### config.mk
export PLATFORM = sky130hd
export DESIGN_NAME = userpass_auth_parser
export DESIGN_NICKNAME = d
export VERILOG_FILES = /design/src/design/upap_pkg.sv /design/src/design/userpass_auth_parser.sv /design/src/design/upap_regs.sv
export SDC_FILE = /design/constraint.sdc
export NUM_CORES = 1
export LEC_CHECK = 0
export BUFFER_PORTS_ARGS = -buffer_cell sky130_fd_sc_hd__buf_4
export CORE_MARGIN = 4
export CORE_UTILIZATION = 52
export CTS_CLUSTER_DIAMETER = 150
export DETAILED_ROUTE_END_ITERATION = 7
export PLACE_DENSITY = 0.8
export SYNTH_ARGS = -nofsm -noshare
export SYNTH_HDL_FRONTEND = slang
export SYNTH_SLANG_ARGS = --single-unit
### constraint.sdc
create_clock -name clk -period 2.6 [get_ports clk]
set_clock_uncertainty 0.1 [all_clocks]
set_input_delay 0.52 -clock clk [delete_from_list [all_inputs] [get_ports clk]]
set_output_delay 0.52 -clock clk [all_outputs]
set_load 0.02 [all_outputs]
### src/design/upap_pkg.sv
// shared types and constants of the username/password authentication parser
`default_nettype none
package upap_pkg;

	// number of credential bytes held per register
	localparam int unsigned MAX_CRED_BYTES = 8;

	// configuration port geometry
	localparam int unsigned CFG_DATA_W = 64;
	localparam int unsigned CFG_ADDR_W = 5;

	// register indexes
	typedef enum logic [1:0] {
		REG_USER     = 2'd0,
		REG_USER_LEN = 2'd1,
		REG_PASS     = 2'd2,
		REG_PASS_LEN = 2'd3
	} reg_idx_t;

	// reset credentials: "admin", first byte lowest
	localparam logic [63:0] CRED_RESET = 64'h0000_006E_696D_6461;
	localparam logic [3:0]  LEN_RESET  = 4'd5;

	localparam logic [7:0] AUTH_VER_BYTE = 8'h01;

	typedef enum logic [2:0] {
		PH_VER  = 3'd0,
		PH_ULEN = 3'd1,
		PH_USER = 3'd2,
		PH_PLEN = 3'd3,
		PH_PASS = 3'd4
	} phase_t;

	typedef enum logic [1:0] {
		ST_MORE      = 2'd0,
		ST_OK        = 2'd1,
		ST_REFUSED   = 2'd2,
		ST_MALFORMED = 2'd3
	} status_t;

endpackage
`default_nettype wire

### src/design/userpass_auth_parser.sv
// top level of the username/password authentication request parser
`default_nettype none
// Byte-serial checker for a username/password authentication request laid out as
// VER(=1) ULEN UNAME[ULEN] PLEN PASSWD[PLEN]. Each accepted input word carries one
// request byte and produces exactly one result word: status (0 need more, 1 accepted,
// 2 refused, 3 malformed) and stage, the phase after that byte. The name and password
// are compared on the fly against the credentials in the configuration registers
// (reset value "admin" for both, length 5); nothing of the received credentials is
// kept. A bad version byte or a zero length gives malformed; a length that differs
// from the register length refuses at the last password byte. After any final result
// the parser waits for a new version byte. Throughput is one word per clock cycle
// while the output side does not stall, set by the combinational phase/byte-count
// update. The byte lands in the input register when it is accepted, and its result
// then moves into the result register, which drives out_valid; the result is taken
// while out_stall is low. The input is stalled only while both the input and
// the result register hold a word and the output side stalls.
// Credential registers sit at byte addresses 0, 8, 16 and 24 with 64-bit data.
module userpass_auth_parser #(
	parameter int unsigned MAX_CRED_BYTES = upap_pkg::MAX_CRED_BYTES
) (
	input  wire logic                            clk,
	input  wire logic                            arst_n,
	// configuration port
	input  wire logic                            psel,
	input  wire logic                            penable,
	input  wire logic                            pwrite,
	input  wire logic [upap_pkg::CFG_ADDR_W-1:0] paddr,
	input  wire logic [upap_pkg::CFG_DATA_W-1:0] pwdata,
	output logic      [upap_pkg::CFG_DATA_W-1:0] prdata,
	output logic                                 pready,
	// request byte stream
	input  wire logic                            in_valid,
	output logic                                 in_stall,
	input  wire logic [7:0]                      data_byte,
	// result stream
	output logic                                 out_valid,
	input  wire logic                            out_stall,
	output logic      [1:0]                      status,
	output logic      [2:0]                      stage
);
	import upap_pkg::*;

	localparam int unsigned CW = 8 * MAX_CRED_BYTES;

	// expected credentials from the register file
	logic [CW-1:0] exp_user;
	logic [CW-1:0] exp_pass;
	logic [3:0]    exp_user_len;
	logic [3:0]    exp_pass_len;

	// input register
	logic       valid_s1;
	logic [7:0] data_s1;

	// parser state
	phase_t     phase_q;
	logic [7:0] bytes_left_q;
	logic [7:0] field_len_q;
	logic       matching_q;

	// result register
	logic       out_valid_q;
	status_t    status_q;
	phase_t     stage_q;

	// next-state values
	phase_t     phase_d;
	logic [7:0] bytes_left_d;
	logic [7:0] field_len_d;
	logic       matching_d;
	status_t    status_d;

	// byte compare helpers
	logic [CW-1:0] cred_sel;
	logic [7:0]    byte_idx;
	logic [7:0]    bytes_left_dec;
	logic          byte_ok;
	logic          len_ok;

	logic advance;

	upap_regs #(
		.MAX_CRED_BYTES(MAX_CRED_BYTES)
	) u_regs (
		.clk          (clk),
		.arst_n       (arst_n),
		.psel         (psel),
		.penable      (penable),
		.pwrite       (pwrite),
		.paddr        (paddr),
		.pwdata       (pwdata),
		.prdata       (prdata),
		.exp_user     (exp_user),
		.exp_user_len (exp_user_len),
		.exp_pass     (exp_pass),
		.exp_pass_len (exp_pass_len)
	);

	assign pready = 1'b1;

	// the result register frees up when it is empty or being taken this cycle
	assign advance  = !out_valid_q || !out_stall;
	// input register moves whenever the word it holds can go on
	assign in_stall = valid_s1 && !advance;

	always_ff @(posedge clk or negedge arst_n) begin
		if (!arst_n) begin
			valid_s1 <= 1'b0;
		end else if (!in_stall) begin
			valid_s1 <= in_valid;
		end
	end

	always_ff @(posedge clk) begin
		if (in_valid && !in_stall) begin
			data_s1 <= data_byte;
		end
	end

	// position of this byte inside its field
	assign byte_idx       = field_len_q - bytes_left_q;
	assign bytes_left_dec = bytes_left_q - 8'd1;
	assign cred_sel       = (phase_q == PH_USER) ? exp_user : exp_pass;
	assign len_ok         = (data_s1 ==
		{4'd0, ((phase_q == PH_ULEN) ? exp_user_len : exp_pass_len)});

	// byte lanes: positions at or beyond the register width never match
	always_comb begin
		byte_ok = 1'b0;
		for (int i = 0; i < MAX_CRED_BYTES; i++) begin
			if (byte_idx == 8'(i) && cred_sel[8*i +: 8] == data_s1) begin
				byte_ok = 1'b1;
			end
		end
	end

	// per-byte phase update
	always_comb begin
		phase_d      = phase_q;
		bytes_left_d = bytes_left_q;
		field_len_d  = field_len_q;
		matching_d   = matching_q;
		status_d     = ST_MORE;
		unique case (phase_q)
			PH_ULEN, PH_PLEN: begin
				if (data_s1 == 8'd0) begin
					// zero length is malformed
					status_d     = ST_MALFORMED;
					phase_d      = PH_VER;
					bytes_left_d = 8'd0;
					field_len_d  = 8'd0;
					matching_d   = 1'b1;
				end else begin
					field_len_d  = data_s1;
					bytes_left_d = data_s1;
					if (!len_ok) begin
						matching_d = 1'b0;
					end
					phase_d = (phase_q == PH_ULEN) ? PH_USER : PH_PASS;
				end
			end
			PH_USER, PH_PASS: begin
				bytes_left_d = bytes_left_dec;
				if (!byte_ok) begin
					matching_d = 1'b0;
				end
				if (bytes_left_dec == 8'd0) begin
					if (phase_q == PH_USER) begin
						phase_d = PH_PLEN;
					end else begin
						status_d     = (matching_q && byte_ok) ? ST_OK : ST_REFUSED;
						phase_d      = PH_VER;
						bytes_left_d = 8'd0;
						field_len_d  = 8'd0;
						matching_d   = 1'b1;
					end
				end
			end
			default: begin
				// waiting for the version byte
				status_d     = (data_s1 == AUTH_VER_BYTE) ? ST_MORE : ST_MALFORMED;
				phase_d      = (data_s1 == AUTH_VER_BYTE) ? PH_ULEN : PH_VER;
				bytes_left_d = 8'd0;
				field_len_d  = 8'd0;
				matching_d   = 1'b1;
			end
		endcase
	end

	always_ff @(posedge clk or negedge arst_n) begin
		if (!arst_n) begin
			phase_q      <= PH_VER;
			bytes_left_q <= 8'd0;
			field_len_q  <= 8'd0;
			matching_q   <= 1'b1;
			out_valid_q  <= 1'b0;
		end else if (advance) begin
			out_valid_q <= valid_s1;
			if (valid_s1) begin
				phase_q      <= phase_d;
				bytes_left_q <= bytes_left_d;
				field_len_q  <= field_len_d;
				matching_q   <= matching_d;
			end
		end
	end

	// result payload
	always_ff @(posedge clk) begin
		if (advance && valid_s1) begin
			status_q <= status_d;
			stage_q  <= phase_d;
		end
	end

	assign out_valid = out_valid_q;
	assign status    = status_q;
	assign stage     = stage_q;

	// a final verdict always leaves the parser waiting for a version byte
	a_final_restarts: assert property (@(posedge clk) disable iff (!arst_n)
		out_valid && status != ST_MORE |-> stage == PH_VER)
		else $error("final result without return to version phase");

	// inside a name or password field there is always at least one byte to come
	a_bytes_left: assert property (@(posedge clk) disable iff (!arst_n)
		(phase_q == PH_USER || phase_q == PH_PASS) |-> bytes_left_q != 8'd0)
		else $error("credential field phase with no bytes left");

	// the input is only held back by a full result register
	a_stall_cause: assert property (@(posedge clk) disable iff (!arst_n)
		in_stall |-> valid_s1 && out_valid_q && out_stall)
		else $error("input stalled without a blocked result");

	// the result register tracks the current phase
	a_stage_phase: assert property (@(posedge clk) disable iff (!arst_n)
		valid_s1 && advance |=> out_valid && stage == phase_q)
		else $error("result stage disagrees with parser phase");

endmodule
`default_nettype wire

### src/design/upap_regs.sv
// configuration register file holding the expected credentials
`default_nettype none
module upap_regs #(
	parameter int unsigned MAX_CRED_BYTES = upap_pkg::MAX_CRED_BYTES
) (
	input  wire logic                                clk,
	input  wire logic                                arst_n,
	input  wire logic                                psel,
	input  wire logic                                penable,
	input  wire logic                                pwrite,
	input  wire logic [upap_pkg::CFG_ADDR_W-1:0]     paddr,
	input  wire logic [upap_pkg::CFG_DATA_W-1:0]     pwdata,
	output logic      [upap_pkg::CFG_DATA_W-1:0]     prdata,
	output logic      [8*MAX_CRED_BYTES-1:0]         exp_user,
	output logic      [3:0]                          exp_user_len,
	output logic      [8*MAX_CRED_BYTES-1:0]         exp_pass,
	output logic      [3:0]                          exp_pass_len
);
	import upap_pkg::*;

	localparam int unsigned CW = 8 * MAX_CRED_BYTES;

	reg_idx_t reg_sel;
	logic     wr_en;

	// registers sit on eight-byte boundaries
	assign reg_sel = reg_idx_t'(paddr[CFG_ADDR_W-1:3]);
	assign wr_en   = psel && penable && pwrite;

	always_ff @(posedge clk or negedge arst_n) begin
		if (!arst_n) begin
			exp_user     <= CRED_RESET[CW-1:0];
			exp_user_len <= LEN_RESET;
			exp_pass     <= CRED_RESET[CW-1:0];
			exp_pass_len <= LEN_RESET;
		end else if (wr_en) begin
			unique case (reg_sel)
				REG_USER:     exp_user     <= pwdata[CW-1:0];
				REG_USER_LEN: exp_user_len <= pwdata[3:0];
				REG_PASS:     exp_pass     <= pwdata[CW-1:0];
				REG_PASS_LEN: exp_pass_len <= pwdata[3:0];
				default:      ;
			endcase
		end
	end

	always_comb begin
		unique case (reg_sel)
			REG_USER:     prdata = CFG_DATA_W'(exp_user);
			REG_USER_LEN: prdata = CFG_DATA_W'(exp_user_len);
			REG_PASS:     prdata = CFG_DATA_W'(exp_pass);
			REG_PASS_LEN: prdata = CFG_DATA_W'(exp_pass_len);
			default:      prdata = '0;
		endcase
	end

endmodule
`default_nettype wire

==> results list, run 1 <==
- Run status: finished with violations
* Violated checks: negative setup slack
- Yosys attributes the largest share of cell area to dfrtp_1 29%, mux2_2 15%, dfstp_2 12%, mux2i_1 9.7%, xnor2_1 4.4%.
* FMAX: 0.3597 GHz
* Max capacitance violation total: 0
- STA puts the critical path data required time at 2.68 ns.
- VDD IR-drop max: 599.5 uV
- The number of antenna violations at the first check in global routing is 0.
* Top cell type's share of synthesized area: 0.2865
- Count of non-filler cells in the finished layout: 1334
- The tree is rooted in a clkbuf_16.
* Number of core rows: 50
- Top cell family by delay on the critical path: compound AO/OA/AOI/OAI gates
* Post-route core utilization: 0.6720
- Clock tree from TritonCTS: yes
- Sequential cell area: 4400 um^2
- Design internal power: 7.392 mW
- 156 I/O pins were placed.
* Max incr delay on CP: 0.43 ns
- Antenna diode instance count: 0
* Post-DP HPWL: 18920 um
- Setup violations remaining at the end of the flow were counted as 3.
- Syn_area_per_cell: 10.98 um^2
- List of most frequent post-synthesis cells: 132 x mux2_2, 113 x dfrtp_1, 96 x mux2i_1
* First-pass GRT wire length: 43170 um
* Power density cells: 928.4 nW/um^2
- After detailed routing, the average wire length per cell comes to 20.09 um.
* Number of global-route vias before repair: 7972
- Walking the worst path, the cells encountered are buf_4 -> nor3b_4 -> buf_12 -> buf_4 -> mux2i_1 -> xnor2_1 -> a2111oi_0 -> nand4_1 -> o2111ai_4 -> nor2_4 -> a2bb2oi_1.
* Setup Crit Path Kind: register to register
- Post-synthesis cell type with the largest combined area: dfrtp_1
- In this run the most critical hold path is launched from data_byte[4].
- # clock sinks: 171
- Flip-flop and latch count after synthesis: 171
* Most instantiated flip-flop cell in the synthesis netlist: dfrtp_1
- R2R setup slack: -0.18 ns
* Critical path launch point: phase_q[2]
* Netlist area before placement: 9869 um^2
* Relative slew slack: 0.5988
- Wires add up to 26800 um.
* Max-slew violation count: 0
* Sequential share of the synthesized area: 0.4459
- Die area: 21250 um^2
- Critical path buffer and inverter count: 3
- Total power for the finished layout comes to 11.67 mW.
- Met1 global-route usage: 0.3398
* Source-to-sink clock delay at the later pin of the worst-skew pair: 0.44 ns
- Of all nets on the critical path, the largest fanout is 7.
- Layout overhead on the synthesized area: 27.37%
* Flop pwr share: 0.345
- All-Layer GR Usage: 0.2540
* Total via count in the routed design: 7762
- In this run the worst hold path is classified as input pin to register.
- The layer flagged by global routing as most heavily used is met2.
- Clock-pin slew was measured on the worst setup and hold paths at 0.07 ns.
* Die Span X: 145.8 um
- Most frequent cell on the critical path: buf_4
- Ys Warns: 0
- Worst setup SP type: register
- Netlist cell types: 65
- The total overflow left after global routing is 0.
- Of all flip-flops after synthesis, the portion carrying an async set or reset was 0.9240.
* Finished Cell Area: 12570 um^2
- For this design the static power due to leakage is 5.577 nW.
* Pre-CTS setup slack: -0.2276 ns
* Number of flops mapped to enable cells by yosys: 13
- The worst register-to-register path begins at phase_q[2].
- Clock share of power: 0.213
- Placed inst area: 11740 um^2
- Transition time at the pin with the least slew margin: 0.6006 ns
- Die Ht: 145.8 um
- Setup repair after global routing could not meet its margin everywhere.
- Buffer depth of the longest clock path: 2
- The slowest stage of the critical path belongs to the cell a2111oi_0.
- Switching power: 4.280 mW
- Area taken by multi-input logic gates: 5298 um^2
- Pin count of the biggest net entering global routing: 69
* Data arrival time of the critical path: 2.86 ns
- Met2 Use GR: 0.4217
- Min setup slack post-route: -0.1799 ns
- RePlAce Congestion: 0.8608
* Standard cell core area: 18710 um^2
- The H-tree was split into 4 levels.
- Of the total power, the share spent switching nets is 0.3667.
- Of the cells placed in the final design, the portion with a size suffix greater than 1 is 0.4355.
- Library cell with the highest instance count after synthesis: mux2_2
* Count of buffers from port buffering: 151
- In the finished design, the share of the clock period the worst path needs comes to 1.069.
* Minimum period implied by the final worst setup slack: 2.780 ns
- Number of cells produced by synthesis: 899
- Buffers inserted during clock tree synthesis total 17.
- The hold violation total from the final report is 0.
* Share of power burned in combinational logic: 0.442
* Endpoint kind of the worst setup timing path: register
* Placed cells: 1293
- For met3 alone, demand over resource in global routing was 0.04734.
* Initial standard-cell utilization of the core: 0.5276
* Detail Route Antenna Nets: 0
- Total iterations of the first detailed-routing run: 7
- The net count of the finished layout is 1182.
- Dividing the detail-routed via count by the number of cells gives 5.819.
- Number of violations reported at the end of detailed-routing iteration 0: 620
* Filler cell count in the final layout: 1342
* Synthesized netlist net count: 994
- After detailed routing, the number of remaining DRC violations is 0.
[flip-flops by register name, indices dropped and copies added, names as in the netlist, 2 cells and up]
signal and count:
status 2, stage 3, u_regs.exp_user_len 4, u_regs.exp_user 64
bytes_left_q 8, field_len_q 8, phase_q 3, u_regs.exp_pass 64
data_s1 8, u_regs.exp_pass_len 4
[worst register-to-register path, delay by kind of cell, from the launching register on]
kind | cells | cell delay (ns)
multiplexers | 1 | 0.21
AND/OR/NAND/NOR | 3 | 0.57
buffers and inverters | 3 | 0.46
AO/OA/AOI/OAI | 3 | 0.72
flip-flops | 1 | 0.39
XOR/XNOR | 1 | 0.08
[cells in the final DEF, fill, tap and decap left out, drive strengths merged, types with 4 or more instances in the layout]
cell type and count:
xor2 24, edfxtp 13, mux2i 97, a2111oi 7, nor2 75, nand3 7, or3 4, o22ai 4
a21oi 16, buf 230, o21ai 37, ha 10, nand2 56, a31oi 8, mux2 132, xnor2 50
inv 32, nand2b 11, clkinv 8, dfrtp 113, o2111ai 4, mux4 4, nor3 10, nor3b 6
nand4 11, dfstp 45, nor2b 6, nor4 10, clkbuf 17
[final timing paths]
check | to | cells past startpoint
setup / recovery | status[1] | 11
hold / removal | data_s1[4] | 1
setup reg to reg | status[1] | 11
hold reg to reg | out_valid | 1
max in group asynchronous | u_regs.exp_pass[21] | 3
min in group asynchronous | out_valid | 2
[metrics by stage]
stage          hold WS (ns)  TNS [ns]
6_report             0.1584   -0.4131
5_1_grt              0.1393    -1.331
4_1_cts              0.1405   -0.3118
3_5_place_dp         0.3795   -0.5341
3_3_place_gp         0.3677   -0.3905
2_1_floorplan        0.1244         0
[final cells by class]
cell class,instances,area share
multi-input cells,639,0.4214
inverters,27,0.008062
repair buffers,231,0.1523
clock buffers,17,0.03384
flip-flops and latches,171,0.3501
clock inverters,15,0.01105
well taps,234,0.02329
[layer usage]
| layer | wire length [um] | vias to the layer above | share of wire |
|---|---|---|---|
| li1 | - | 3577 | - |
| met1 | 11550 | 3853 | 0.43 |
| met2 | 13230 | 282 | 0.49 |
| met3 | 1517 | 50 | 0.057 |
| met4 | 513 | 0 | 0.019 |
| met5 | 0 | - | 0 |
[power by group through the flow]
stage | clock network [mW] | registers, mW | logic, mW
floorplan | 0 | 3.88 | 3.04
global placement | 0 | 4.00 | 4.54
detailed placement | 0 | 4.05 | 4.65
CTS | 2.51 | 4.02 | 4.98
global route | 2.63 | 4.12 | 5.57
finish | 2.49 | 4.03 | 5.16
[cell families (layout without fill, tap and decap cells)]
| kind of cell | after synthesis | count (layout) | share of synthesized area |
|---|---|---|---|
| adders and majority gates | 11 | 11 | 0.01471 |
| other | 1 | 1 | 0.0003800 |
| AOI/OAI and AO/OA | 108 | 108 | 0.07417 |
| muxes | 233 | 233 | 0.2594 |
| DFF | 171 | 171 | 0.4459 |
| xor gates and xnor gates | 74 | 74 | 0.06567 |
| buffers and inverters | 89 | 290 | 0.03816 |
| and+or+nand+nor | 212 | 212 | 0.1017 |
[what timing repair did]
| action | 4_1_cts | 5_1_grt |
|---|---|---|
| buffers inserted | 3 | 4 |
| hold endpoints to repair | 37 | 0 |
| hold buffers | 1 | 0 |
| gates cloned | 1 | 0 |
| setup endpoints to repair | 4 | 17 |
| pin swaps | 12 | 9 |
| resized for setup | 22 | 16 |
(Power assumes the default switching activity.)
==> inputs of run 2 (changes only) <==
--- a/config.mk
+++ b/config.mk
@@ -5,7 +5,7 @@
 export SDC_FILE = /design/constraint.sdc
 export NUM_CORES = 1
 export LEC_CHECK = 0
-export BUFFER_PORTS_ARGS = -buffer_cell sky130_fd_sc_hd__buf_4
+export BUFFER_PORTS_ARGS = -buffer_cell sky130_fd_sc_hd__buf_2
 export CORE_MARGIN = 4
 export CORE_UTILIZATION = 52
 export CTS_CLUSTER_DIAMETER = 150
==> run 2 against run 1 <==
The run still ends with negative setup slack left; critical path type unchanged; combinational power is 3% lower; sequential share of layout area grew 1.1 points; routed wire length is 0.56% lower; core utilization fell by 2.0 points.
==> results list, run 2 (synthesis results as in run 1) <==
- Buffer cell driving the clock tree root: clkbuf_16
- Count of H-tree levels built during CTS: 4
* Fraction of layout cells with a size suffix above 1: 0.4353
- Power density cells: 951.9 nW/um^2
- Die Span X: 145.8 um
- Total via count in the routed design: 7797
- The worst setup path is captured at a register.
* Wire per inst: 20.01 um
* Path category of the worst min-delay check: input pin to register
- Remaining design rule violation count: 0
* Number of global-route vias before repair: 7913
* Most used cells in the layout excluding fill and tap cells: 149 x buf_2, 132 x mux2_2, 113 x dfrtp_1
- Clock buffer count from CTS: 17
- Max capacitance violation total: 0
- The die covers 21250 um^2.
* Number of core rows: 50
- The run finished, with violations left.
* Flop pwr share: 0.347
* Data arrival time of the critical path: 2.87 ns
- Count of buffers from port buffering: 151
* Violated checks: negative setup slack
- Final worst path period share: 1.070
- For this configuration, the core starts out at a cell density of 0.5276.
- Most common cell after layout, fill and taps aside: buf_2
* Leakage component of the power: 5.486 nW
- The worst setup path is of the register to register kind.
- Total iterations of the first detailed-routing run: 5
* Critical path peak fanout: 4
- Standard cell core area: 18710 um^2
* Max-slew violation count: 0
* Pre-CTS setup slack: -0.2374 ns
* Layout overhead on the synthesized area: 23.59%
- The internal portion of the total power is 7.276 mW.
* Transition time at the pin with the least slew margin: 0.5794 ns
- Layout net count: 1180
- Of the total power, the share spent switching nets is 0.3733.
* Worst setup SP type: register
- Share of power burned in combinational logic: 0.429
- The clock reaches the later pin of the worst-skew pair after 0.44 ns.
- Relative slew slack: 0.6102
- Tightest hold margin: 0.1532 ns
- Final count of hold timing violations: 0
* All-Layer GR Usage: 0.2454
* Total power draw: 11.61 mW
* Clock share of power: 0.224
- Derived from the worst setup path, the maximum achievable clock frequency is 0.3593 GHz.
- Once layout is done, the placed cells without fillers occupy 12200 um^2.
* FF-to-FF path depth: 12
- Required time reported for the critical path endpoint: 2.69 ns
* Placed inst area: 11340 um^2
- The repair_antennas step left the layout with diodes totalling 0.
- Entering global routing, the biggest net connects 69 pins.
* Buffer depth of the longest clock path: 2
* VDD IR-drop max: 627.8 uV
- In this run the power spent charging and discharging nets is 4.335 mW.
* Detail Route Antenna Nets: 0
- Counting I/O delays and the setup requirement, the final critical path takes 2.783 ns.
* Largest regs: u_regs.exp_pass x64, u_regs.exp_user x64
- Post-DP HPWL: 18170 um
* Setup repair after global routing missed its margin: true
* Overall routed net length: 26650 um
* Number of stages on the worst hold path: 1
- Counting the fill cells in the layout gives 1366.
* RePlAce Congestion: 0.9444
- Clock slew at reported path FFs: 0.07 ns
* # clock sinks: 171
- Min setup slack post-route: -0.1829 ns
- Final setup violation count: 3
- Once layout is complete, the utilization of the core stands at 0.6521.
* Ports: 156
- The first global-routing pass estimated 41610 um of wire.
- Die Ht: 145.8 um
- TritonCTS built the clock tree.
- Routed vias/inst: 5.854
- Global routing finished with a remaining overflow of 0.
- Initial antenna violation count: 1
* R2R setup slack: -0.18 ns
- Number of violations reported at the end of detailed-routing iteration 0: 757
run 2: cell types whose count changed in the layout (fill, tap and decap cells not counted), sizes merged:
cell,change
clkinv,-5
clkinvlp,+2
buf,-3
bufbuf,+1
inv,+3
run 2: stage by stage:
| step | setup TNS (ns) | cells |
|---|---|---|
| 2_1_floorplan | 0 | 899 |
| 5_1_grt | -0.8610 | 1332 |
| 3_5_place_dp | -0.5239 | 1293 |
| 4_1_cts | -0.1835 | 1329 |
| 3_3_place_gp | -0.3773 | 1293 |
| 6_report | -0.3720 | 1332 |
run 2: layout make-up:
cell class              instances  area (um^2)  share of cell area
inverters                      27        101.3            0.008309
multi-input cells             639         5286              0.4334
well taps                     234        292.8             0.02400
clock inverters                15        173.9             0.01426
flip-flops and latches        171         4400              0.3608
repair buffers                229         1518              0.1244
clock buffers                  17        425.4             0.03488
run 2: worst max-delay path, stage by stage, from the launching register on:
cell and delay, ns:
dfrtp_1 0.39, inv_2 0.09, ha_4 0.12, inv_2 0.03
fa_2 0.59, nand2b_4 0.09, a2111oi_4 0.35, a221oi_2 0.10
nor2_1 0.12, nand4_1 0.16, o2111ai_2 0.15, nor2_4 0.09
a2bb2oi_1 0.14
run 2: power by group through the flow:
stage,clock (mW),combinational [mW],sequential (mW)
final,2.60,4.98,4.03
after global routing,2.72,5.34,4.12
after CTS,2.63,4.79,4.01
after detailed placement,0,4.45,4.04
after global placement,0,4.36,4.01
after floorplan,0,3.04,3.88
run 2: worst paths after layout:
| check | from | endpoint |
|---|---|---|
| max reg2reg | field_len_q[0] | status[1] |
| max | field_len_q[0] | status[1] |
| max in group asynchronous | arst_n | u_regs.exp_user[37] |
| min in group asynchronous | arst_n | out_valid |
| min reg2reg | valid_s1 | out_valid |
| min | data_byte[4] | data_s1[4] |
run 2: repair_timing:
action | CTS | global route
hold endpoints to repair | 32 | 0
gates cloned | 1 | 0
hold buffers | 1 | 0
resized for setup | 24 | 15
setup buffers | 2 | 3
pin swaps | 10 | 8
setup endpoints to repair | 9 | 11
run 2: layer usage:
metal	part of all wire	track usage
met5	0.00064	0
met4	0.029	0.08547
met3	0.069	0.05979
met2	0.48	0.4024
met1	0.42	0.3195
==> inputs of run 3 (changes only) <==
--- a/config.mk
+++ b/config.mk
@@ -5,7 +5,9 @@
 export SDC_FILE = /design/constraint.sdc
 export NUM_CORES = 1
 export LEC_CHECK = 0
+export ABC_AREA = 1
 export BUFFER_PORTS_ARGS = -buffer_cell sky130_fd_sc_hd__buf_2
+export CAP_MARGIN = 15
 export CORE_MARGIN = 4
 export CORE_UTILIZATION = 52
 export CTS_CLUSTER_DIAMETER = 150
==> run 3 against run 2 <==
The flow now finishes without violations; first-iteration DRC count is 48% higher; critical path depth is 4 higher; cell count is 39% higher; global-route usage is 3.7 points higher; register-to-register slack better by 0.26 ns; clock power hardly changed; final area is 1.8% lower; core utilization is 1.8 points lower; synthesized cell count is 60% higher; synthesized area is 2.2% higher; die area is 2.0% higher; largest power group unchanged.
==> results list, run 3 <==
- The worst register-to-register path begins at field_len_q[0].
- The count of final max-slew check failures is 0.
* Required time reported for the critical path endpoint: 2.70 ns
- In the global route stage, overall resource usage came out at 0.2828.
- Buffer cell driving the clock tree root: clkbuf_16
- The floorplan step set the die height to 147.2 um.
* Number of global-route vias before repair: 9902
- Netlist cell types: 36
- For this block, the initial DRC count from the detailed router was 1117.
- In this run the cell area of the synthesized design comes to 10080 um^2.
- Most used cells in the layout excluding fill and tap cells: 474 x nand2_1, 202 x inv_1, 174 x o21ai_0
- # clock sinks: 171
- Total power draw: 11.34 mW
* Layout net count: 1672
- VDD IR-drop max: 582.2 uV
* List of most frequent post-synthesis cells: 478 x nand2_1, 205 x inv_1, 175 x o21ai_0
- Counting cells, the worst reg-to-reg path comes to 16.
* Run status: completed
- The core region is 18890 um^2.
- Minimum period implied by the final worst setup slack: 2.526 ns
- Count of H-tree levels built during CTS: 4
* Sequential share of the synthesized area: 0.4365
- Post-DP HPWL: 21050 um
* Syn_area_per_cell: 7.006 um^2
- The first global-routing pass estimated 48810 um of wire.
- Total iterations of the first detailed-routing run: 6
- The clock reaches the later pin of the worst-skew pair after 0.45 ns.
* Setup total negative slack: 0 ns
- Ports: 156
- Total via count in the routed design: 10040
- Final count of hold timing violations: 0
- Max capacitance violation total: 0
* Critical path launch point: field_len_q[0]
- Count of buffers from port buffering: 151
- Once detail routing completed, the nets flagged for antenna violations numbered 0.
- Measured against its own limit, the worst slew margin works out to 0.4664.
- The largest registers in the layout are u_regs.exp_pass x64, u_regs.exp_user x64.
* Top cell type's share of synthesized area: 0.2805
* Die area: 21680 um^2
- The repair_antennas step left the layout with diodes totalling 0.
- Fraction of layout cells with a size suffix above 1: 0.1836
* Pin count of the biggest net entering global routing: 81
- Clock slew at reported path FFs: 0.07 ns
- Setup Crit Path Kind: register to register
- Compared with the post-synthesis result, the final layout area differs by 18.80%.
- Summed over all layers, the global routing overflow is 0.
- Buffer depth of the longest clock path: 2
- At the pin with the least slew margin, the transition time is 0.8003 ns.
* Reg-to-reg endpoint: status[1]
- Most common cell after layout, fill and taps aside: nand2_1
- The floorplan has 50 rows.
- Overall routed net length: 30360 um
- Setup repair after global routing missed its margin: true
* Final worst path period share: 0.9714
- Number of flops mapped to enable cells by yosys: 13
* Final setup violation count: 0
* Clock buffer count from CTS: 17
- Most instantiated flip-flop cell in the synthesis netlist: dfrtp_1
- The analysis attributes to cell leakage a power of 6.336 nW.
- The worst setup path is launched from a register.
* Clock tree from TritonCTS: yes
* Number of cells produced by synthesis: 1439
* Endpoint kind of the worst setup timing path: register
* Capture point of the worst path: status[1]
- Power density cells: 946.4 nW/um^2
- Die Span X: 147.2 um
* Path category of the worst min-delay check: input pin to register
- Critical path peak fanout: 3
- Dividing the detail-routed wire length by the instance count gives 16.41 um.
- The initial utilization of the core area, before any placement, comes to 0.5336.
- Routability-driven placement finished with a final weighted congestion of 0.9769.
- Library cell with the highest instance count after synthesis: nand2_1
- STA puts the critical path data arrival time at 2.63 ns.
* Flip-flop and latch count after synthesis: 171
- Synthesized netlist net count: 1534
- The biggest area contributor in the post-synthesis netlist is dfrtp_1.
- For this run, design rule violations remaining after detail routing come to 0.
- FMAX: 0.3959 GHz
- During synthesis, Yosys emitted a total of 0 warnings.
* Initial antenna violation count: 0
- Fraction of registers with async set or reset after synthesis: 0.9240
- Using the TritonRoute via totals, the vias-per-cell ratio works out to 5.429.
- Ranked by total cell area, the synthesized netlist is headed by dfrtp_1 28%, nand2_1 18%, dfstp_2 12%, o21ai_0 8.7%, inv_1 7.6%.
- The setup check on the worst reg-to-reg path leaves a slack of 0.07 ns.
==> run 3: kinds of logic after synthesis <==
family                     synth area share
xor gates and xnor gates            0.01129
DFF                                  0.4365
adders and majority gates           0.01440
and+or+nand+nor                      0.2748
buffers and inverters                0.1112
other                             0.0003719
AOI/OAI and AO/OA                    0.1515
==> run 3: worst max-delay path, cell delays in order, from the launching register on <==
cell	delay, ns
dfrtp_1	0.39
inv_2	0.09
ha_4	0.13
inv_2	0.04
fa_2	0.38
xor2_2	0.25
nand3_2	0.12
inv_2	0.07
nand2_1	0.05
nor2_1	0.11
nand3_1	0.12
nand2_1	0.08
nor2_1	0.04
nand2_1	0.11
nand2_2	0.09
nand3_2	0.07
nand2_1	0.04
==> run 3: layout make-up <==
class / count / area, um^2
clock buffers: 17 / 425.4
clock inverters: 15 / 176.4
fillers: 1681 / 6915
inverters: 209 / 784.5
multi-input cells: 983 / 4632
flip-flops and latches: 171 / 4402
well taps: 260 / 325.3
repair buffers: 195 / 1232
==> run 3: worst min-delay path by stage <==
stage | start | slack [ns] | cells past startpoint | end
after CTS | data_byte[2] | 0.14 | 1 | data_s1[2]
after detailed placement | arst_n | 0.36 | 1 | u_regs.exp_pass_len[1]
after global placement | valid_s1 | 0.35 | 2 | out_valid
after global routing | data_byte[7] | 0.14 | 1 | data_s1[7]
final | data_byte[2] | 0.15 | 1 | data_s1[2]
after floorplan | arst_n | 0.12 | 0 | bytes_left_q[0]
==> run 3: power breakdown <==
part / switching [mW] / internal [mW]
combinational: 3.16 / 1.72
clock: 1.20 / 1.37
sequential: 0.462 / 3.42
==> run 3: layer usage <==
layer / vias up / GRT usage / share of wire
li1: 4876 / - / -
met1: 4564 / 0.3585 / 0.39
met2: 515 / 0.4555 / 0.47
met3: 89 / 0.07773 / 0.10
met4: 0 / 0.1244 / 0.036
met5: - / 0 / 0
==> run 3: through the flow <==
stage	hold slack [ns]	area, um^2	std cells	utilization	setup WS, ns
6_report	0.1548	11980	1850	0.6340	0.07437
5_1_grt	0.1439	11980	1850	0.6340	-0.08820
4_1_cts	0.1450	11930	1849	0.6317	0.02725
3_5_place_dp	0.3598	11310	1816	0.5989	-0.01630
3_3_place_gp	0.3500	11310	1816	0.5989	0.1149
2_1_floorplan	0.1244	10080	1439	-	0.3704
==> run 3: what timing repair did <==
action                     CTS  global route
pin swaps                    1             8
setup buffers                0             1
hold buffers                 1             0
resized for setup            2            11
setup endpoints to repair    2             3
hold endpoints to repair    25             0
